### src/rtl/core/lth_queue.sv
`timescale 1ns / 1ps
// ----------------------------------------------------------------------------
// lth_queue
// Small FIFO between the classifying front end and the pixel engine.
// ----------------------------------------------------------------------------
module lth_queue #(
  parameter int WIDTH = 8,
  parameter int DEPTH = 2
) (
  input  logic             clk,
  input  logic             rst_n,
  input  logic             push,
  input  logic [WIDTH-1:0] push_data,
  output logic             full,
  input  logic             pop,
  output logic             head_valid,
  output logic [WIDTH-1:0] head_data
);

  localparam int AW = (DEPTH > 1) ? $clog2(DEPTH) : 1;

  logic [WIDTH-1:0] mem_r [DEPTH];
  logic [AW-1:0]    wr_ptr_r, wr_ptr_nxt;
  logic [AW-1:0]    rd_ptr_r, rd_ptr_nxt;
  logic [AW:0]      count_r, count_nxt;

  assign full       = (count_r == (AW+1)'(DEPTH));
  assign head_valid = (count_r != '0);
  assign head_data  = mem_r[rd_ptr_r];

  always_comb begin
    wr_ptr_nxt = wr_ptr_r;
    rd_ptr_nxt = rd_ptr_r;
    count_nxt  = count_r;
    if (push) begin
      wr_ptr_nxt = (wr_ptr_r == AW'(DEPTH-1)) ? '0 : wr_ptr_r + 1'b1;
    end
    if (pop) begin
      rd_ptr_nxt = (rd_ptr_r == AW'(DEPTH-1)) ? '0 : rd_ptr_r + 1'b1;
    end
    if (push && !pop) begin
      count_nxt = count_r + 1'b1;
    end else if (pop && !push) begin
      count_nxt = count_r - 1'b1;
    end
  end

  always_ff @(posedge clk) begin
    if (!rst_n) begin
      wr_ptr_r <= '0;
      rd_ptr_r <= '0;
      count_r  <= '0;
    end else begin
      wr_ptr_r <= wr_ptr_nxt;
      rd_ptr_r <= rd_ptr_nxt;
      count_r  <= count_nxt;
    end
  end

  always_ff @(posedge clk) begin
    if (push) begin
      mem_r[wr_ptr_r] <= push_data;
    end
  end

endmodule

### config.mk
export PLATFORM = sky130hd
export DESIGN_NAME = lth_queue
export DESIGN_NICKNAME = d
export VERILOG_FILES = /design/src/rtl/core/lth_queue.sv
export SDC_FILE = /design/constraint.sdc
export NUM_CORES = 1
export LEC_CHECK = 0
export BUFFER_PORTS_ARGS = -buffer_cell sky130_fd_sc_hd__buf_2
export CORE_UTILIZATION = 44
export CTS_CLUSTER_SIZE = 28
export DETAILED_ROUTE_END_ITERATION = 7
export GPL_ROUTABILITY_DRIVEN = 0
export GPL_TIMING_DRIVEN = 0
export PLACE_DENSITY = 0.72
export RECOVER_POWER = 100
export SLEW_MARGIN = 30
export SYNTH_ARGS = -nofsm -noshare
export SYNTH_HDL_FRONTEND = slang
export SYNTH_SLANG_ARGS = --single-unit
### constraint.sdc
create_clock -name clk -period 1.2 [get_ports clk]
set_input_delay 0.3 -clock clk [delete_from_list [all_inputs] [get_ports clk]]
set_output_delay 0.3 -clock clk [all_outputs]
set_load 0.05 [all_outputs]
Word level (Yosys, flattened, before mapping)
Memories as Yosys holds them, arrays and structs flattened. A register that Yosys moved wholly into a read port is not among the register bits.
Cells that the tools add are included.

storage, ports and cells
  register bits after elaboration = 4
  RAM bits = 16
  input bits = 12
  output and inout bits = 10
  logic and storage cells = 23
  memories = 1

memory list
  memory  depth  width  rd ports  clocked after memory_dff  write ports  RTL line  RTL
  mem_r   2      8      1         1                         1            22        logic [WIDTH-1:0] mem_r [DEPTH];

operators by class
  $add $sub $neg = 4
  eq/ne operators = 1
  multiplexer cells = 8
  reduce and logical (&&, ||, !) cells = 6

operators with widths
  cell                   count
  $mux W1                6
  $mux W2                2
  $reduce_bool A2 Y1     2
  $add A1 B1 Y1 const B  2
  $add A2 B1 Y2 const B  1
  $eq A2 B2 Y1 const B   1
  $logic_and A1 B1 Y1    2
  $logic_not A1 Y1       2
  $sub A2 B1 Y2 const B  1

Depth between registers and ports, before layout
Gate-level depths: netlist of run 1.

  word-level depth = 4
  gate-level depth with buffers = 5
  mapped depth without buffers = 5

Worst setup path before layout of run 1
Ideal clock, no wire load.

  path type = register to output
  from = register with a tool-made name
  to = output port head_data[0]
  arrival = 923 ps
  required time = 900 ps
  slack = -23 ps
  stages on the path, launching flop included = 3
  path through = dfxtp_1 > buf_2 > mux2_2

RTL lines
  item       RTL line  RTL
  to (decl)  17        output logic [WIDTH-1:0] head_data

==> results of run 1 <==
## sequential cells by signal, summed over array words and instances, names as in the netlist, named ones only
register / flops
count_r: 2
rd_ptr_r: 1
mem_r: 16
wr_ptr_r: 1
## timing repair
action,CTS,global route
pin swaps,1,1
resized for setup,45,0
endpoints found under the setup margin,18,11
buffers inserted,1,0
## layout make-up
class | instances | area (um2)
fill | 129 | 598.1
sequential | 21 | 584.3
multi-input combinational | 24 | 242.7
timing repair buffer | 22 | 205.2
tap | 25 | 31.28
clock buffer | 3 | 22.52
buffer | 1 | 15.01
clock inverter | 1 | 5.005
inverter | 1 | 3.754
## power groups by stage
| stage | clock (mW) | sequential, mW | combinational, mW |
|---|---|---|---|
| 6_report | 0.351 | 0.855 | 0.458 |
| 5_1_grt | 0.379 | 0.860 | 0.481 |
| 4_1_cts | 0.347 | 0.854 | 0.461 |
| 3_5_place_dp | 0 | 0.867 | 0.323 |
| 3_3_place_gp | 0 | 0.865 | 0.318 |
| 2_1_floorplan | 0 | 0.862 | 0.253 |
## placed cells by master, fill, tap and decap left out
cell type and instances:
dfxtp_2 3, and2b_2 1, or3_1 1, clkbuf_4 3, buf_2 8, edfxtp_1 16, o21ai_0 1, o21a_1 1
xnor2_1 1, inv_1 1, nor2b_2 1, clkinv_2 1, a21boi_1 1, clkbuf_1 3, xor2_1 2, mux2_4 8
ha_1 1, buf_4 1, buf_8 10, and2_1 2, and2_0 2, nor2b_1 1, or2_4 1, buf_6 1
dfxtp_1 2
## worst max-delay path, delay by kind of cell (launching register included)
kind	cells	cell delay, ns
flops	1	0.36
mux	1	0.32
buf+inv	2	0.29
## synth_stat cells, drive strengths merged
library cell  number  area, um2
or3                1      6.260
and2               4      25.02
xor2               2      17.52
dfxtp              5      100.1
and2b              1      8.760
inv                1      3.750
ha                 1      12.51
edfxtp            16      480.5
nor2b              2      12.51
o21a               1      7.510
buf                1      5.000
xnor2              1      8.760
mux2               8      90.09
or2                1      6.260
o21ai              1      5.000
a21boi             1      7.510
## per-layer routing
metal  vias to the layer above  global-route usage  part of all wire
met3                         2             0.03673             0.040
met4                         0             0.09091             0.022
li1                        221                   -                 -
met2                        15              0.2471              0.48
met1                       208              0.1751              0.45
met5                         -                   0                 0
## how the worst max path moves through the flow
stage / from / endpoint / slack (ns) / depth (start not counted)
after CTS: flop / head_data[7] / -0.39 / 3
after global placement: push / mem_r[0][6] / -0.23 / 2
after floorplan: flop / head_data[0] / -0.02 / 2
final: flop / head_data[4] / -0.38 / 3
after detailed placement: push / mem_r[0][6] / -0.22 / 2
after global routing: flop / head_data[0] / -0.42 / 3
## logic make-up (layout without fill, tap and decap cells)
family | Yosys count | after routing
fa+ha+maj | 1 | 1
mux | 8 | 8
buf+inv | 2 | 28
simple gates | 9 | 9
compound gates | 3 | 3
xor+xnor | 3 | 3
flops | 21 | 21
## per-stage QoR
| stage | hold WS (ns) | setup WS [ns] | std cells | instance area, um2 |
|---|---|---|---|---|
| after floorplan | 0.3989 | -0.02253 | 47 | 797.0 |
| after global placement | 0.4836 | -0.2272 | 93 | 933.4 |
| after detailed placement | 0.4939 | -0.2153 | 93 | 933.4 |
| after CTS | 0.1654 | -0.3852 | 98 | 1114 |
| after global routing | 0.1533 | -0.4169 | 98 | 1110 |
| final | 0.1642 | -0.3782 | 98 | 1110 |
==> results.cfg, run 1 <==
[cells_and_area]
antennaDiodeCount = 0
drive_above_1_share = 0.5205
area_growth_pct = 39.25
final_util = 0.6498
final_nets = 87

[worst_setup_path]
r2r-end = count_r[1]
critPathLaunchType = flop
slowest_stage = dfxtp_2
critPathMaxStageDelay_ns = 0.36
cp.arrival_ns = 1.28
cpMostUsedCell = buf_8
r2r_slack_ns = 0.06
worst_setup_path_end_kind = output port
cp_cell_sequence = buf_8 -> mux2_4 -> buf_8
crit_path_max_fanout = 8
regToRegStartpoint = count_r[0]
criticalPathCategory = reg -> out
required_ns = 0.90
r2r.worst_path.cells = 4

[logic_synthesis]
synthMuxAreaShare = 0.1130
synth_top_family_by_area = multiplexers
synth-seq-area-share = 0.7284
synth-seq-cells = 21
syn_nets = 60
synth-compound-area-share = 0.02512
syn_inst = 47
syn_area_um2 = 797.0
synthAdderAreaFrac = 0.01570
yosys.area_share.simple = 0.07378
ys_types = 16
synth-xor-area-share = 0.03297
ys_warn_count = 0
syn-mean-instance-area_um2 = 16.96

[die]
dieHeight_um = 44.56
initial_core_util = 0.4667
ios = 22
die-area_um2 = 1986
core-area_um2 = 1708
row_count = 15
die_w_um = 44.56

[clock_tree]
cts_root_buffer = clkbuf_4
cts_tree = yes
path_clk_slew_ns = 0.12
cts_made_buffers = 3
max-clock-path-buffers = 2
ctsHoldBuffers = 0
clock_sinks = 21
clock_latency_ns = 0.31
cts_max_level = 1

[global_routing]
grt_usage = 0.1497
grt_pass1_wl_mm = 1.952
grt_max_degree = 13
grt_pass1_vias = 457
antenna_found_initial = 0
grt.overflow.total = 0

[power_and_ir_drop]
p_int_mw = 1.175
peakVddDrop_mv = 0.8446
cellPowerDensity_nw_per_um2 = 1499
pwr-share-clk = 0.211
p_total_mw = 1.663
p_comb_frac = 0.275
p_switching_uw = 488.0
p_leak_nw = 0.4501
p_seq_frac = 0.514
switching_share = 0.2934

[timing]
clock.fmax_ghz = 0.6336
fin_setup_tns_ns = -3.260
slew_violations = 0
finalCritPeriodShare = 1.315
finClkSkew_ns = 0.009917
hold_viol_final = 0
setup_viol = 10
worstMarginPinSlew_ns = 0.4213
grt_setup_unrepaired = true
relSlewSlack = 0.7179
fin_crit_ns = 1.578
fin_ws_ns = -0.3782

[detailed_routing]
antenna_violating_nets_post_route = 0
routed_wl_mm = 1.246
route.detailed.drc = 0
vias = 446
vias_per_cell = 4.551
post_drt_wl_per_cell_um = 12.71
first_iter_violations = 6
first_pass_iters = 4

[run_status]
violations = setup timing
status = finished with violations

[hold_path]
holdPathEnd = mem_r[0][5]
hp-class = in -> reg
hold_path_depth = 1
min-delay-start = push_data[5]

[place]
port_buffers = 21
dp.final_hpwl_um = 744.9

[run]
maxCapViolations = 0
(Power assumes the default switching activity.)
==> run 2, diff against run 1 <==
--- a/config.mk
+++ b/config.mk
@@ -13,6 +13,7 @@
 export GPL_TIMING_DRIVEN = 0
 export PLACE_DENSITY = 0.72
 export RECOVER_POWER = 100
+export REMOVE_ABC_BUFFERS = 1
 export SLEW_MARGIN = 30
 export SYNTH_ARGS = -nofsm -noshare
 export SYNTH_HDL_FRONTEND = slang
==> results.cfg, run 2 (synthesized netlist as in run 1, its figures left out) <==
[clock_tree]
cts_made_buffers = 3
clock_latency_ns = 0.29
cts_max_level = 1
ctsHoldBuffers = 0
cts_tree = yes
cts_root_buffer = clkbuf_4
path_clk_slew_ns = 0.11
max-clock-path-buffers = 2
clock_sinks = 21

[cells_and_area]
final_common_cell = edfxtp_1
reg_top3 = mem_r x16, count_r x2
final_area_um2 = 1090
final_cell_mix = edfxtp_1 (16), buf_2 (11), buf_6 (10)
final_nets = 87
area_growth_pct = 36.74
drive_above_1_share = 0.5753
regMostFlops = mem_r
antennaDiodeCount = 0
num-fill-cells = 140
largest_register_ffs = 16

[power_and_ir_drop]
p_seq_frac = 0.540
pwr-share-clk = 0.196
cellPowerDensity_nw_per_um2 = 1477
p_comb_frac = 0.265
p_switching_uw = 453.0
p_total_mw = 1.610
p_leak_nw = 0.4469
switching_share = 0.2814
peakVddDrop_mv = 0.7688
p_int_mw = 1.157

[worst_setup_path]
cp.arrival_ns = 1.22
criticalPathCategory = reg -> out
critPathLaunchType = flop
crit_path_max_fanout = 8
r2r_slack_ns = -0.01
worst_setup_path_end_kind = output port
required_ns = 0.90

[timing]
grt_setup_unrepaired = true
fin_crit_ns = 1.518
slew_violations = 0
hold_viol_final = 0
setup_viol = 11
relSlewSlack = 0.6908
finClkSkew_ns = 0.002389
clock.fmax_ghz = 0.6586
worstMarginPinSlew_ns = 0.4617
finalCritPeriodShare = 1.265
fin_ws_ns = -0.3185

[global_routing]
antenna_found_initial = 0
grt_max_degree = 13
grt_pass1_vias = 486
grt_pass1_wl_mm = 2.001
grt_usage = 0.1454
grt.overflow.total = 0

[hold_path]
hp-class = in -> reg

[die]
initial_core_util = 0.4667
die-area_um2 = 1986
die_w_um = 44.56
row_count = 15
core-area_um2 = 1708
ios = 22
dieHeight_um = 44.56

[detailed_routing]
vias_per_cell = 4.602
first_iter_violations = 3
first_pass_iters = 2
antenna_violating_nets_post_route = 0
routed_wl_mm = 1.266
vias = 451
route.detailed.drc = 0
post_drt_wl_per_cell_um = 12.92

[run_status]
status = finished with violations
violations = setup timing

[place]
port_buffers = 21
postPlaceCellArea_um2 = 928.4
dp_slack_ns = -0.2743
dp.final_hpwl_um = 760.2

[run]
maxCapViolations = 0
## run 2: changes by cell type in the layout (fill, tap and decap cells not counted)
cell | before | now
clkbuf_1 | 3 | 0
dfxtp_4 | 0 | 1
buf_6 | 1 | 10
xor2_2 | 0 | 1
buf_2 | 8 | 11
buf_8 | 10 | 1
xor2_1 | 2 | 1
dfxtp_2 | 3 | 2
## run 2: power by group through the flow
| stage | logic (mW) | registers [mW] | clock network [mW] |
|---|---|---|---|
| 2_1_floorplan | 0.243 | 0.869 | 0 |
| 3_3_place_gp | 0.305 | 0.875 | 0 |
| 3_5_place_dp | 0.310 | 0.877 | 0 |
| 4_1_cts | 0.424 | 0.867 | 0.329 |
| 5_1_grt | 0.450 | 0.876 | 0.349 |
| 6_report | 0.426 | 0.869 | 0.315 |
## run 2: cell type report
| type | count | area (um2) | share of cell area |
|---|---|---|---|
| multi-input combinational | 24 | 250.2 | 0.2296 |
| clock inverter | 1 | 5.005 | 0.004592 |
| sequential | 21 | 586.8 | 0.5385 |
| tap | 25 | 31.28 | 0.02870 |
| inverter | 1 | 3.754 | 0.003444 |
| clock buffer | 3 | 22.52 | 0.02067 |
| timing repair buffer | 23 | 190.2 | 0.1745 |
## run 2: timing repair
item	CTS	global route
setup endpoints to repair	19	11
pin swaps	2	2
resized for setup	35	2
setup buffers	3	0
## run 2: routing by layer
metal / GRT usage / routed length [um]
met1: 0.1645 / 515
met5: 0 / 0
met4: 0.07273 / 12
met3: 0.02857 / 47
met2: 0.2588 / 690
## run 2: per-stage QoR
stage | TNS, ns | hold slack, ns | cells | utilization
3_5_place_dp | -4.220 | 0.4931 | 92 | 0.5436
2_1_floorplan | -0.2968 | 0.3989 | 46 | -
6_report | -2.765 | 0.1927 | 98 | 0.6381
4_1_cts | -2.898 | 0.1822 | 99 | 0.6359
3_3_place_gp | -3.729 | 0.4757 | 92 | 0.5436
5_1_grt | -3.194 | 0.1730 | 98 | 0.6381
## run 2: final timing paths
check / depth (start not counted) / endpoint / start
setup / recovery: 2 / head_data[6] / flop
hold / removal: 1 / mem_r[1][2] / push_data[2]
setup reg to reg: 4 / count_r[1] / count_r[0]
hold reg to reg: 2 / count_r[1] / count_r[1]
## run 2: worst max-delay path, stage by stage, from the launching register on
cell and delay, ns:
dfxtp_4 0.45, mux2_4 0.32, buf_6 0.15
==> run 3, diff against run 2 <==
--- a/config.mk
+++ b/config.mk
@@ -6,12 +6,12 @@
 export NUM_CORES = 1
 export LEC_CHECK = 0
 export BUFFER_PORTS_ARGS = -buffer_cell sky130_fd_sc_hd__buf_2
-export CORE_UTILIZATION = 44
+export CAP_MARGIN = 20
+export CORE_UTILIZATION = 45
 export CTS_CLUSTER_SIZE = 28
 export DETAILED_ROUTE_END_ITERATION = 7
 export GPL_ROUTABILITY_DRIVEN = 0
-export GPL_TIMING_DRIVEN = 0
-export PLACE_DENSITY = 0.72
+export PLACE_DENSITY = 0.7
 export RECOVER_POWER = 100
 export REMOVE_ABC_BUFFERS = 1
 export SLEW_MARGIN = 30
==> constraint.sdc (replaced) <==
create_clock -name clk -period 1.51 [get_ports clk]
set_input_delay 0.3775 -clock clk [delete_from_list [all_inputs] [get_ports clk]]
set_output_delay 0.3775 -clock clk [all_outputs]
set_load 0.05 [all_outputs]
==> results.cfg, run 3 (synthesized netlist as in run 1, its figures left out) <==
[run_status]
status = finished with violations
violations = setup timing

[run]
maxCapViolations = 0

[cells_and_area]
final-seq-area_um2 = 586.8
area_growth_pct = 30.14
final_cell_mix = edfxtp_1 (16), buf_2 (10), buf_6 (9)
drive_above_1_share = 0.4861
largest_register_ffs = 16
final_nets = 86
num-fill-cells = 125
regMostFlops = mem_r
final_common_cell = edfxtp_1
final_util = 0.6579
multi_input_area_um2 = 237.7
antennaDiodeCount = 0
reg_top3 = mem_r x16, count_r x2

[detailed_routing]
vias_per_cell = 5.125
routed_wl_mm = 1.236
first_iter_violations = 4
route.detailed.drc = 0
antenna_violating_nets_post_route = 0
post_drt_wl_per_cell_um = 14.05
vias = 451
first_pass_iters = 5

[die]
ios = 22
die-area_um2 = 1943
dieHeight_um = 44.09
die_w_um = 44.09
core-area_um2 = 1577
initial_core_util = 0.5056
row_count = 14

[timing]
finalCritPeriodShare = 1.056
worstMarginPinSlew_ns = 0.5489
fin_crit_ns = 1.595
clock.fmax_ghz = 0.6271
slew_violations = 0
grt_setup_unrepaired = true
finClkSkew_ns = 0.006566
setup_viol = 8
relSlewSlack = 0.6338
fin_ws_ns = -0.08459
hold_viol_final = 0

[clock_tree]
cts_resized = 28
clock_sinks = 21
cts_root_buffer = clkbuf_4
max-clock-path-buffers = 2
cts_setup_buffers = 0
ctsHoldBuffers = 0
cts_tree = yes
path_clk_slew_ns = 0.11
clock_latency_ns = 0.29
cts_max_level = 1
cts_made_buffers = 3

[global_routing]
antenna_found_initial = 0
grt.overflow.total = 0
busiest_layer = met2
grt_usage = 0.1424
grt_max_degree = 12
grt_pass1_vias = 427
met1_usage = 0.1722
grt_pass1_wl_mm = 1.883
grt_use_met3 = 0.02449
use_met2 = 0.2353

[place]
port_buffers = 21
dp_slack_ns = 0.02402
dp.final_hpwl_um = 868.1

[power_and_ir_drop]
cellPowerDensity_nw_per_um2 = 1203
switching_share = 0.2821
p_leak_nw = 0.4243
p_switching_uw = 351.9
peakVddDrop_mv = 0.6497
p_comb_frac = 0.241
p_seq_frac = 0.554
pwr-share-clk = 0.205
p_int_uw = 895.5

[hold_path]
hp-class = in -> reg
hold_path_depth = 1

[worst_setup_path]
r2r.worst_path.cells = 2
required_ns = 1.13
worst_setup_path_end_kind = output port
crit_path_max_fanout = 8
cp.arrival_ns = 1.22
criticalPathCategory = reg -> out
critPathLaunchType = flop
[run 3: area by class of cell]
cell class | count | area share
flip-flops and latches | 21 | 0.5657
multi-input cells | 24 | 0.2292
repair buffers | 22 | 0.1568
clock buffers | 4 | 0.02533
well taps | 16 | 0.01930
inverters | 1 | 0.003619
[run 3: path summary, 6_finish.rpt]
check,from,to,slack [ns]
worst max-delay path,flop,head_data[3],-0.08
worst min-delay path,push_data[6],mem_r[0][6],0.27
worst max register to register,wr_ptr_r,mem_r[0][7],0.31
worst min register to register,count_r[1],count_r[1],0.51
[run 3: critical path: stages (launching register included)]
cell and delay (ns):
dfxtp_4 0.45, mux2_4 0.32, buf_6 0.15
[run 3: through the flow]
step	hold slack [ns]	instance area [um2]	power, mW	cells	setup TNS (ns)
global placement	0.4808	924.6	0.9408	84	0
detailed placement	0.4981	924.6	0.9482	84	0
CTS	0.2555	1039	1.257	88	-0.7873
global route	0.2474	1037	1.299	88	-0.9584
floorplan	0.4612	792.0	0.8840	46	0
finish	0.2658	1037	1.247	88	-0.6313
[run 3: power groups by stage]
stage | logic [mW] | clock network [mW] | registers [mW]
2_1_floorplan | 0.193 | 0 | 0.691
3_3_place_gp | 0.245 | 0 | 0.696
3_5_place_dp | 0.250 | 0 | 0.698
4_1_cts | 0.299 | 0.266 | 0.691
5_1_grt | 0.315 | 0.288 | 0.696
6_report | 0.301 | 0.255 | 0.691
[run 3: routing by layer]
layer	wire length (um)	vias to the layer above	part of all wire
met1	530	214	0.43
met4	0	0	0
li1	-	222	-
met3	45	0	0.036
met5	0	-	0
met2	660	15	0.53
