File: config.mk
export PLATFORM = sky130hd
export DESIGN_NAME = lth_front
export DESIGN_NICKNAME = d
export VERILOG_FILES = /design/src/rtl/core/lth_pkg.sv /design/src/rtl/core/lth_front.sv
export SDC_FILE = /design/constraint.sdc
export NUM_CORES = 1
export LEC_CHECK = 0
export BUFFER_PORTS_ARGS = -buffer_cell sky130_fd_sc_hd__buf_2
export CORE_MARGIN = 1
export CORE_UTILIZATION = 56
export DETAILED_ROUTE_END_ITERATION = 7
export GPL_TIMING_DRIVEN = 0
export PLACE_DENSITY = 0.88
export SLEW_MARGIN = 20
export SYNTH_ARGS = -nofsm -noshare
export SYNTH_HDL_FRONTEND = slang
export SYNTH_SLANG_ARGS = --single-unit
File: constraint.sdc
create_clock -name clk -period 3.8 [get_ports clk]
set_input_delay 0.38 -clock clk [delete_from_list [all_inputs] [get_ports clk]]
set_output_delay 0.38 -clock clk [all_outputs]
set_load 0.02 [all_outputs]
File: src/rtl/core/lth_pkg.sv
`timescale 1ns / 1ps
// ----------------------------------------------------------------------------
// lth_pkg
// Shared types, register codes and saturation helper for the lava heat block.
// ----------------------------------------------------------------------------
package lth_pkg;

  localparam int VAL_W = 24;

  localparam logic REG_ANAGLYPH  = 1'b0;
  localparam logic REG_THRESHOLD = 1'b1;

  localparam logic [15:0] THRESHOLD_RESET = 16'd328;

  localparam logic signed [VAL_W-1:0] SAT_MAX = 24'sh7FFFFF;
  localparam logic signed [VAL_W-1:0] SAT_MIN = 24'sh800000;

  typedef logic signed [VAL_W-1:0] val_t;

  typedef struct packed {
    logic bank;
    logic spawn;
    logic last;
  } lth_flags_t;

  typedef struct packed {
    logic clear_busy;
    logic idle;
  } lth_status_t;

  function automatic val_t sat24(input logic signed [47:0] v);
    if (v > 48'sh00_0000_7FFFFF) begin
      return SAT_MAX;
    end
    if (v < 48'shFF_FFFF_800000) begin
      return SAT_MIN;
    end
    return v[VAL_W-1:0];
  endfunction

endpackage

File: src/rtl/core/lth_front.sv
`timescale 1ns / 1ps
// ----------------------------------------------------------------------------
// lth_front
// Accepts random values, tracks the visit position and bank, and classifies
// each pixel step (spawn, last, sine offsets) into a queue entry.
// ----------------------------------------------------------------------------
module lth_front #(
  parameter int GRID_SIDE = 16,
  parameter int XW        = 4,
  parameter int EW        = 15
) (
  input  logic              clk,
  input  logic              rst_n,
  input  logic              in_valid,
  output logic              in_ready,
  input  logic [15:0]       in_random_value,
  input  logic [15:0]       threshold,
  input  lth_pkg::lth_status_t status,
  input  logic              q_full,
  output logic              q_push,
  output logic [EW-1:0]     q_data
);

  logic [XW-1:0] x_r, x_nxt;
  logic [XW-1:0] y_r, y_nxt;
  logic          bank_r, bank_nxt;
  logic          last_c;
  logic signed [1:0] xo_c, yo_c;
  lth_pkg::lth_flags_t flags_c;

  function automatic logic signed [1:0] sine_off(input logic [XW-1:0] k);
    logic [31:0] a;
    a = 32'(k) * 32'd1000000;
    if (a >= 32'(156785 * GRID_SIDE) && a <= 32'(343215 * GRID_SIDE)) begin
      return 2'sd1;
    end
    if (a >= 32'(656785 * GRID_SIDE) && a <= 32'(843215 * GRID_SIDE)) begin
      return -2'sd1;
    end
    return 2'sd0;
  endfunction

  assign in_ready = !status.clear_busy && !q_full;
  assign q_push   = in_valid && in_ready;

  assign last_c = (x_r == XW'(GRID_SIDE-1)) && (y_r == XW'(GRID_SIDE-1));
  assign xo_c   = sine_off(y_r);
  assign yo_c   = sine_off(x_r);

  always_comb begin
    flags_c.bank  = bank_r;
    flags_c.spawn = (in_random_value < threshold);
    flags_c.last  = last_c;
  end

  assign q_data = {x_r, y_r, xo_c, yo_c, flags_c};

  always_comb begin
    x_nxt    = x_r;
    y_nxt    = y_r;
    bank_nxt = bank_r;
    if (q_push) begin
      if (y_r == XW'(GRID_SIDE-1)) begin
        y_nxt = '0;
        if (last_c) begin
          x_nxt    = '0;
          bank_nxt = !bank_r;
        end else begin
          x_nxt = x_r + 1'b1;
        end
      end else begin
        y_nxt = y_r + 1'b1;
      end
    end
  end

  always_ff @(posedge clk) begin
    if (!rst_n) begin
      x_r    <= '0;
      y_r    <= '0;
      bank_r <= 1'b0;
    end else begin
      x_r    <= x_nxt;
      y_r    <= y_nxt;
      bank_r <= bank_nxt;
    end
  end

endmodule

# After elaboration in Yosys (flattened, before gate mapping)
# Cells that the tools add are included.
op_classes:
  muxes: 16
  add_sub_neg: 2
  eq_ne: 2
  mul: 2
  n_reduce_logical: 12
  n_lt_le_gt_ge: 9
op_table:
  columns: ["op", "count"]
  rows:
  - ["$ge A24 B22 Y1 const B", 2]
  - ["$ge A24 B24 Y1 const B", 2]
  - ["$le A24 B23 Y1 const B", 2]
  - ["$le A24 B24 Y1 const B", 2]
  - ["$mul A4 B14 Y18 const B", 2]
  - ["$lt A16 B16 Y1", 1]
  - ["$mux W2", 8]
  - ["$add A4 B1 Y4 const B", 2]
  - ["$eq A4 B4 Y1 const B", 2]
  - ["$mux W4", 2]
  - ["$logic_and A1 B1 Y1", 7]
  - ["$mux W1", 6]
  - ["$logic_not A1 Y1", 3]
  - ["$reduce_and A3 Y1", 1]
  - ["$reduce_and A2 Y1", 1]
word_totals:
  ff_bits: 9
  output_inout_bits: 17
  in_bits: 38
  wordCells: 46

# Longest topological paths before layout
# Gate-level depths: netlist (run 1).
logic_depth:
  word_depth: 7
  mapped_depth: 11
  ltp_nobuf: 11

# Worst setup path before layout (run 1)
# No wires, ideal clock.
synth_path:
  path_type: "register to output"
  from: "register y_r[2]"
  to: "output q_data[6]"
  slack_ns: 0.070
  t_arrival_ns: 3.350
  stages_incl_launch_ff: 10
  n_path_buf: 0
  t_required_ns: 3.420
  path_cell_list: "dfxtp_1 fa_1 fa_1 ha_1 a21o_1 a21oi_1 xnor2_1 a211oi_1 nor2b_1 nor3_1"
synth_via:
  elab_chain_cells: 7
synth_lines:
  columns: ["item", "line", "text"]
  rows:
  - ["start: declaration", "lth_front.sv:25", "logic [XW-1:0] y_r, y_nxt;"]
  - ["start signal: assignment", "lth_front.sv:84", "y_r <= y_nxt;"]
  - ["$mul A4 B14 Y18 *", "lth_front.sv:33", "a = 32'(k) * 32'd1000000;"]
  - ["$ge A24 B24 Y1 / $le A24 B24 Y1 (equally long branches)", "lth_front.sv:37", "if (a >= 32'(656785 * GRID_SIDE) && a <= 32'(843215 * GRID_SIDE)) begin"]
  - ["$logic_and A1 B1 Y1", "lth_front.sv:37", null]
  - ["$mux W1 (2 in a row)", "lth_front.sv:37", null]
  - ["$mux W2", "lth_front.sv:40", "return 2'sd0;"]
  - ["$mux W2 *", "lth_front.sv:37", null]
  - ["end: declaration", "lth_front.sv:21", "output logic [EW-1:0] q_data"]
# Every way passes the cells marked *; elsewhere a longest branch is shown, timed or not. The select of a mux whose other input is x is not followed.

# Worst setup path after layout (run 1)
layout_path:
  from: "register x_r[3]"
  to: "output q_data[3]"
layout_via:
  elab_chain_cells: 7
layout_lines:
  columns: ["item", "line", "text"]
  rows:
  - ["start: declaration", "lth_front.sv:24", "logic [XW-1:0] x_r, x_nxt;"]
  - ["start signal: assignment", "lth_front.sv:83", "x_r <= x_nxt;"]
  - ["$mul A4 B14 Y18 *", "lth_front.sv:33", null]
  - ["$ge A24 B24 Y1 / $le A24 B24 Y1 (equally long branches)", "lth_front.sv:37", null]
  - ["$logic_and A1 B1 Y1", "lth_front.sv:37", null]
  - ["$mux W1 (2 in a row)", "lth_front.sv:37", null]
  - ["$mux W2", "lth_front.sv:40", null]
  - ["$mux W2 *", "lth_front.sv:37", null]
# Marked as above.

==> results of run 1 <==
[synthesized netlist by cell type, types with 2 or more instances]
cell       number  share of area
xor2_1          7          0.026
o21ai_1         3         0.0064
a211o_1         3          0.011
o311ai_1        3          0.011
nand4_1         6          0.016
nor2_1         12          0.019
buf_4           2         0.0064
nand2_1        13          0.021
dfxtp_1         9          0.077
o21ai_0         4         0.0086
a21oi_1        20          0.043
a21boi_1        2         0.0064
xnor2_1         7          0.026
a21o_1         10          0.032
and2_1          7          0.019
and4b_1         2         0.0086
mux2i_1         7          0.030
and3_1          2         0.0054
ha_1           55           0.30
a211oi_1        5          0.016
fa_1           10          0.086
o2111ai_1       2         0.0075
a32oi_1         2         0.0075
nor3_1          5          0.011
inv_1          26          0.042
o21a_1          2         0.0064
nand2b_1        3         0.0081
o211ai_1        5          0.016
nor2b_1         9          0.024
nand3_1         9          0.019
[cell families after synthesis]
logic type / after synthesis
compound gates: 73
xor+xnor: 14
fa+ha+maj: 65
buf+inv: 30
flops: 9
mux: 8
simple gates: 74
[critical path, stage by stage (launching register included)]
cell	delay [ns]
dfxtp_4	0.38
fa_1	0.60
fa_1	0.47
ha_4	0.29
o21a_1	0.21
a21oi_2	0.19
mux2i_2	0.29
o311ai_4	0.16
a32oi_2	0.23
o22ai_1	0.09
buf_2	0.16
[flip-flops by register name, indices dropped and copies added (netlist names)]
| name | flops |
|---|---|
| bank_r | 1 |
| x_r | 4 |
| y_r | 4 |
[metrics by stage]
step	instance area [sq um]	TNS (ns)	hold slack, ns	instances
after floorplan	2330	0	0.5017	273
after global placement	2658	0	0.5694	376
after detailed placement	2658	-0.01534	0.5847	376
after CTS	2718	0	0.4455	380
after global routing	2800	-0.03202	0.4487	380
final	2800	0	0.4496	380
[worst max path at each step]
| stage | from | end | slack, ns |
|---|---|---|---|
| final | x_r[3]$_SDFFE_PN0P_ | q_data[3] | 0.10 |
| after global routing | y_r[1]$_SDFFE_PN0P_ | q_data[6] | -0.02 |
| after CTS | y_r[2]$_SDFFE_PN0P_ | q_data[5] | 0.002 |
| after detailed placement | x_r[2]$_SDFFE_PN0P_ | q_data[3] | -0.02 |
| after global placement | x_r[2]$_SDFFE_PN0P_ | q_data[3] | 0.008 |
| after floorplan | y_r[2]$_SDFFE_PN0P_ | q_data[6] | 0.07 |
[cell type report]
cell class	count	area, sq um
fill	288	1200
clock buffer	4	45.04
timing repair buffer	53	265.3
multi-input combinational	234	2103
buffer	4	23.77
sequential	9	202.7
inverter	26	97.59
tap	50	62.56
[power groups by stage]
| stage | clock network [uW] | registers [uW] | logic, uW |
|---|---|---|---|
| CTS | 111 | 99.1 | 86.8 |
| global route | 117 | 95.3 | 101 |
| global placement | 0 | 101 | 83.2 |
| finish | 109 | 95.0 | 86.2 |
| floorplan | 0 | 101 | 53.5 |
| detailed placement | 0 | 101 | 86.6 |
[metal layers]
layer	wire [um]	track usage	part of all wire
met1	2277	0.2934	0.46
met2	2465	0.4056	0.50
met3	189	0.005137	0.038
met4	40	0.03723	0.0080
met5	0	0	0
[repair_timing]
| item | CTS | global route |
|---|---|---|
| setup endpoints to repair | 4 | 4 |
| resized for setup | 7 | 21 |
| pin swaps | 0 | 5 |
| hold endpoints to repair | 0 | 0 |
| buffers inserted | 0 | 0 |
==> results.txt, run 1 <==
Clock tree synthesis inserted a total of 3 buffers. Post-synthesis xor/xnor area fraction: 0.05263. At the worst endpoint, the arrival time is 3.32 ns. Setup violations remaining at the end of the flow were counted as 0. The flow ran to the end, and the final reports show no timing, DRC or antenna violations.

After layout, the design draws a total of 290.3 uW. The tool flagged a number of max-cap violations equal to 0. The maximum vdd ir drop came out at 0.1344 mV. Mux contribution to synthesized area: 0.03491. The fraction of registers with async set or reset after synthesis was 0. For the leakage power total, the log shows 0.001605 uW.

The average instance in the mapped netlist occupies 8.534 sq um. The leading register cell type out of synthesis was dfxtp_1. The overall die area came out at 4422 sq um.

The worst register-to-register path ends at x_r[3]$_SDFFE_PN0P_. The share of total power consumed by net switching is 0.2805, and the via count is 2227. For the pin with the worst max-slew slack, the measured transition is 0.5417 ns. The internal portion of the total power is 208.9 uW.

Counting instances, the worst hold path has a depth of 2. The worst register-to-register path begins at y_r[2]$_SDFFE_PN0P_. OpenSTA, run right after detailed placement, puts the worst setup slack at -0.01534 ns. The clock drives 9 sinks.

Summing every instance area after synthesis gives 2330 sq um. The area share of and/or/nand/nor cells after synthesis is 0.1735, and the number of warnings reported in the yosys synthesis log is 0. First-pass GRT wire length: 8010 um.

The depth of the CTS H-tree was 1. After floorplanning, the core was divided into 23 placement rows. Of all nets on the critical path, the largest fanout is 10. Combinational fraction of design power: 0.297. Yosys mapped a number of flops with a built-in enable equal to 0. Category of the worst setup path launch point: a flop.

The flip-flop and latch count after synthesis came out at 9. The worst register-to-register path has a setup slack of 1.80 ns. The tools report the floorplan core area as 4000 sq um. The routed length per placed instance is 13.08 um. The area share of fa/ha/maj cells after synthesis is 0.3813. The run gives 0.0004605 ns as the largest clock skew in the final design. The highest attainable clock frequency was 0.2703 GHz; the total iterations of the first detailed-routing run was 4. STA classifies the critical path endpoint as a primary output.

The number of antenna diodes in the final layout is 0. For the placed wire-length estimate, the log shows 3917 um. The routed design could run at a clock period as short as 3.700 ns. The final cell utilization of the core came out at 0.7000.

The starting density of the core is 0.5824, and the total I/O pin count is 55. The synthesized net count was 376. Leaving out fill and tap cells, the most frequent cell in the layout is buf_2.

The power dissipated by switching net loads was 81.43 uW. The critical path is of the flop to primary output type. In the layout the commonest cells are 54 x buf_2, 52 x ha_1, 26 x inv_1. Entering global routing, the biggest net connects 15 pins. From left edge to right edge, the die measures 66.50 um. For the number of global-route vias before repair, the log shows 1956.

For this design the ratio of total power to cell area is 103.7 nW/um^2. The number of cells on the worst reg-to-reg path is 5. For this block, the routed nets add up to 4972 um of wire.

The average via count per standard cell is 5.861. For the clock share of power, the log shows 0.376. The total count of hold-check failures in the final report is 0, and the fraction of layout cells with a size suffix above 1 is 0.2545. For the final worst slack, the log shows 0.1001 ns.

The cell sitting at the root of the clock tree is a clkbuf_8. The area fraction in compound gates after synthesis came out at 0.2282. In this run, post-CTS hold repair placed 0 buffers. After global routing the overflow that remains totals 0. The clock-pin slew on the worst setup and hold paths is 0.04 ns. The global-route total usage across every layer was 0.2223. Setup repair after global routing could not meet its margin everywhere. The number of buffer cells added on primary ports is 53. After synthesis, the largest family of logic cells by area is adder cells.

For this run, design rule violations remaining after detail routing come to 0. At the end of the flow, the number of nets in the layout was 434. The run gives 0 as the final number of max-transition violations. The number of different library cells used by synthesis comes to 51. The residual antenna-violating net count after detailed routing came out at 0. The number of instances in the synthesized netlist is 273, and the area growth from synthesis to layout is 20.19%. Sequential power share: 0.327. The clock passes through at most 2 buffers. The critical hold path startpoint is rst_n.

Data on the critical path is required at its endpoint by 3.42 ns. The detailed router finished its first iteration with 114 violations. The path with the worst hold slack has its endpoint at y_r[1]$_SDFFE_PN0P_. The initial antenna violation count is 0, and the global placer's final weighted congestion is 0.7949. For the part of the Yosys area used for sequential elements, the log shows 0.07734. Final clock period utilization by the worst path: 0.9737.

Clock latency on the worst-skew pair, taken at its later pin, is 0.23 ns. The worst max-slew margin expressed relative to the limit came out at 0.6384. The tightest min-delay check is of the input port to flop type.

TritonCTS built the clock tree. The vertical die dimension came out at 66.50 um.
(Power assumes the default switching activity.)
==> run 2: changes to the inputs <==
CORE_UTILIZATION = 57   (was 56)
CTS_BUF_LIST = sky130_fd_sc_hd__clkbuf_2   (was default)
PLACE_DENSITY = 0.89   (was 0.88)
==> results.txt, run 2 (same netlist as run 1, synthesis figures left out) <==
The first global-routing pass estimated 8466 um of wire. TritonCTS built the clock tree. The final number of max-transition violations is 0, and the final period demand of the worst path is 3.697 ns. The overall die area was 4347 sq um.

The detail route stage leaves a number of antenna-violating nets equal to 0. At the pin with the least slew margin, the transition time is 0.5372 ns. Overall power consumption after layout is estimated at 246.7 uW. The placed cell area was 2655 sq um.

For the total count of hold-check failures in the final report, the log shows 0. For this design the total switching power over the nets is 85.13 uW. Setup slack on the worst reg-to-reg path comes out at 1.73 ns. Setup violations remaining at the end of the flow were counted as 0.

For the total congestion overflow, the log shows 0. Clock skew on the completed layout was measured at 0.004693 ns. For this design, the sink count on the clock tree is 9.

Leaving out fill and tap cells, the most frequent cell in the layout is buf_2. The via count was 2298. The logs give 55 for the total I/O pin count and 0.1034 ns for the final worst slack. The initial antenna violation count was 0; the data required time at the worst endpoint was 3.42 ns.

The clock share of power is 0.247. Class of the tightest hold or removal check: input port to flop. The tools report the leakage power total as 0.001657 uW. Along the worst path, the maximum fanout reaches 7.

The tools report the number of global-route vias before repair as 2113. With fillers left out, the area of the finished cells amounts to 2864 sq um. For this design the ratio of total power to cell area is 86.15 nW/um^2. The flow ran to the end, and the final reports show no timing, DRC or antenna violations. The depth of the CTS H-tree was 1.

The final clock period utilization by the worst path works out to 0.9728. The fraction of layout cells with a size suffix above 1 was 0.2853; the share of total power consumed by net switching was 0.3450. The first routing iteration left 130 violations. The signal on the critical path passes through fa_2 -> fa_1 -> ha_4 -> o21a_1 -> a21oi_2 -> mux2i_2 -> o311ai_4 -> a32oi_1 -> o22ai_1 -> buf_2.

The category of the worst setup path launch point was a flop. Clock tree synthesis inserted a total of 3 buffers. The critical path in this run is classified as flop to primary output. The hold buffer count at cts was 0. Using the TritonRoute via totals, the vias-per-cell ratio works out to 5.923. The tools report the floorplan core area as 3799 sq um.

Summed over all nets, the half-perimeter wirelength after detailed placement is 4172 um. Entering global routing, the biggest net connects 15 pins. For this run, design rule violations remaining after detail routing come to 0. STA classifies the critical path endpoint as a primary output. Clock-pin slew was measured on the worst setup and hold paths at 0.10 ns. The run gives 0.2705 GHz as the highest attainable clock frequency. The global placer's final weighted congestion came out at 0.8034. Wires add up to 5564 um. The horizontal die dimension came out at 65.93 um. The area growth from synthesis to layout is 22.93%. The tools report the final cell utilization of the core as 0.7540.

The number of diodes is 0, and the worst setup timing slack at the placement stage is -0.04344 ns. The worst max-slew margin expressed relative to the limit was 0.6419. Setup repair after global routing could not meet its margin everywhere. Across the run, the number of max-cap violations was 0. For the number of buffers between clock root and the deepest sink, the log shows 2. The highest cell delay on the worst timing path works out to 0.59 ns. After floorplanning, the core was divided into 22 placement rows. In the layout the commonest cells are 53 x buf_2, 52 x ha_1, 26 x inv_1. The combinational fraction of design power was 0.370. The later pin in the worst-skew pair is clocked with a latency of 0.26 ns.

For the worst setup path, the data arrival time is 3.32 ns. Among all stages on the critical path, the largest delay is contributed by fa_2. CTS placed an instance of clkbuf_2 at the clock tree root. The global-route total usage across every layer was 0.2428. The starting density of the core is 0.6133, and the sequential power share is 0.383.

The cell-internal power came out at 161.6 uW. Fill cells in the final layout number 262. The die is 65.93 um tall. In the final design database the tool counted 444 nets. After detailed routing, the average wire length per cell comes to 14.34 um. For the maximum vdd ir drop, the log shows 0.05279 mV.

The largest registers in the layout are x_r (4), y_r (4), bank_r (1). The first detailed-routing pass ran for 4 iterations. The number of buffer cells added on primary ports was 53.
run 2: cell type report:
class | instances | area [sq um] | area share
Tap cell | 48 | 60.06 | 0.02097
Buffer | 4 | 23.77 | 0.008301
Multi-Input combinational cell | 234 | 2118 | 0.7396
Clock inverter | 1 | 5.005 | 0.001747
Timing Repair Buffer | 63 | 340.3 | 0.1188
Sequential cell | 9 | 203.9 | 0.07121
Inverter | 26 | 97.59 | 0.03408
Clock buffer | 3 | 15.01 | 0.005242
run 2: metal layers:
layer | GRT usage | vias up | routed length [um]
li1 | - | 1142 | -
met1 | 0.2792 | 1079 | 2370
met2 | 0.4681 | 65 | 2894
met3 | 0.02414 | 12 | 182
met4 | 0.06383 | 0 | 116
met5 | 0 | - | 0
run 2: what timing repair did:
action,CTS,global route
setup endpoints to repair,4,4
setup buffers,0,10
resized for setup,14,17
pin swaps,0,6
run 2: worst paths after layout:
path         depth (start not counted)                start                  end
max                                 10  x_r[1]$_SDFFE_PN0P_            q_data[3]
min                                  3                rst_n  x_r[3]$_SDFFE_PN0P_
max reg2reg                          6  y_r[2]$_SDFFE_PN0P_  x_r[3]$_SDFFE_PN0P_
min reg2reg                          2  x_r[3]$_SDFFE_PN0P_  x_r[3]$_SDFFE_PN0P_
run 2: critical path, delay by kind of cell, from the launching register on:
family	cells	cell delay (ns)
AOI/OAI and AO/OA	5	0.91
adders and majority gates	3	1.30
buffers and inverters	1	0.16
DFF	1	0.38
muxes	1	0.29
run 2: power groups by stage:
stage	clock network, uW	logic [uW]	registers (uW)
3_3_place_gp	0	83.2	101
4_1_cts	60.8	88.7	95.2
6_report	61.0	91.3	94.5
2_1_floorplan	0	53.5	101
5_1_grt	69.0	103	94.9
3_5_place_dp	0	88.2	101
run 2: through the flow:
| stage | hold WS, ns | cells | TNS, ns |
|---|---|---|---|
| 2_1_floorplan | 0.5017 | 273 | 0 |
| 3_3_place_gp | 0.5718 | 374 | 0 |
| 3_5_place_dp | 0.5816 | 374 | -0.04344 |
| 4_1_cts | 0.4011 | 378 | 0 |
| 5_1_grt | 0.3890 | 388 | -0.06685 |
| 6_report | 0.4074 | 388 | 0 |
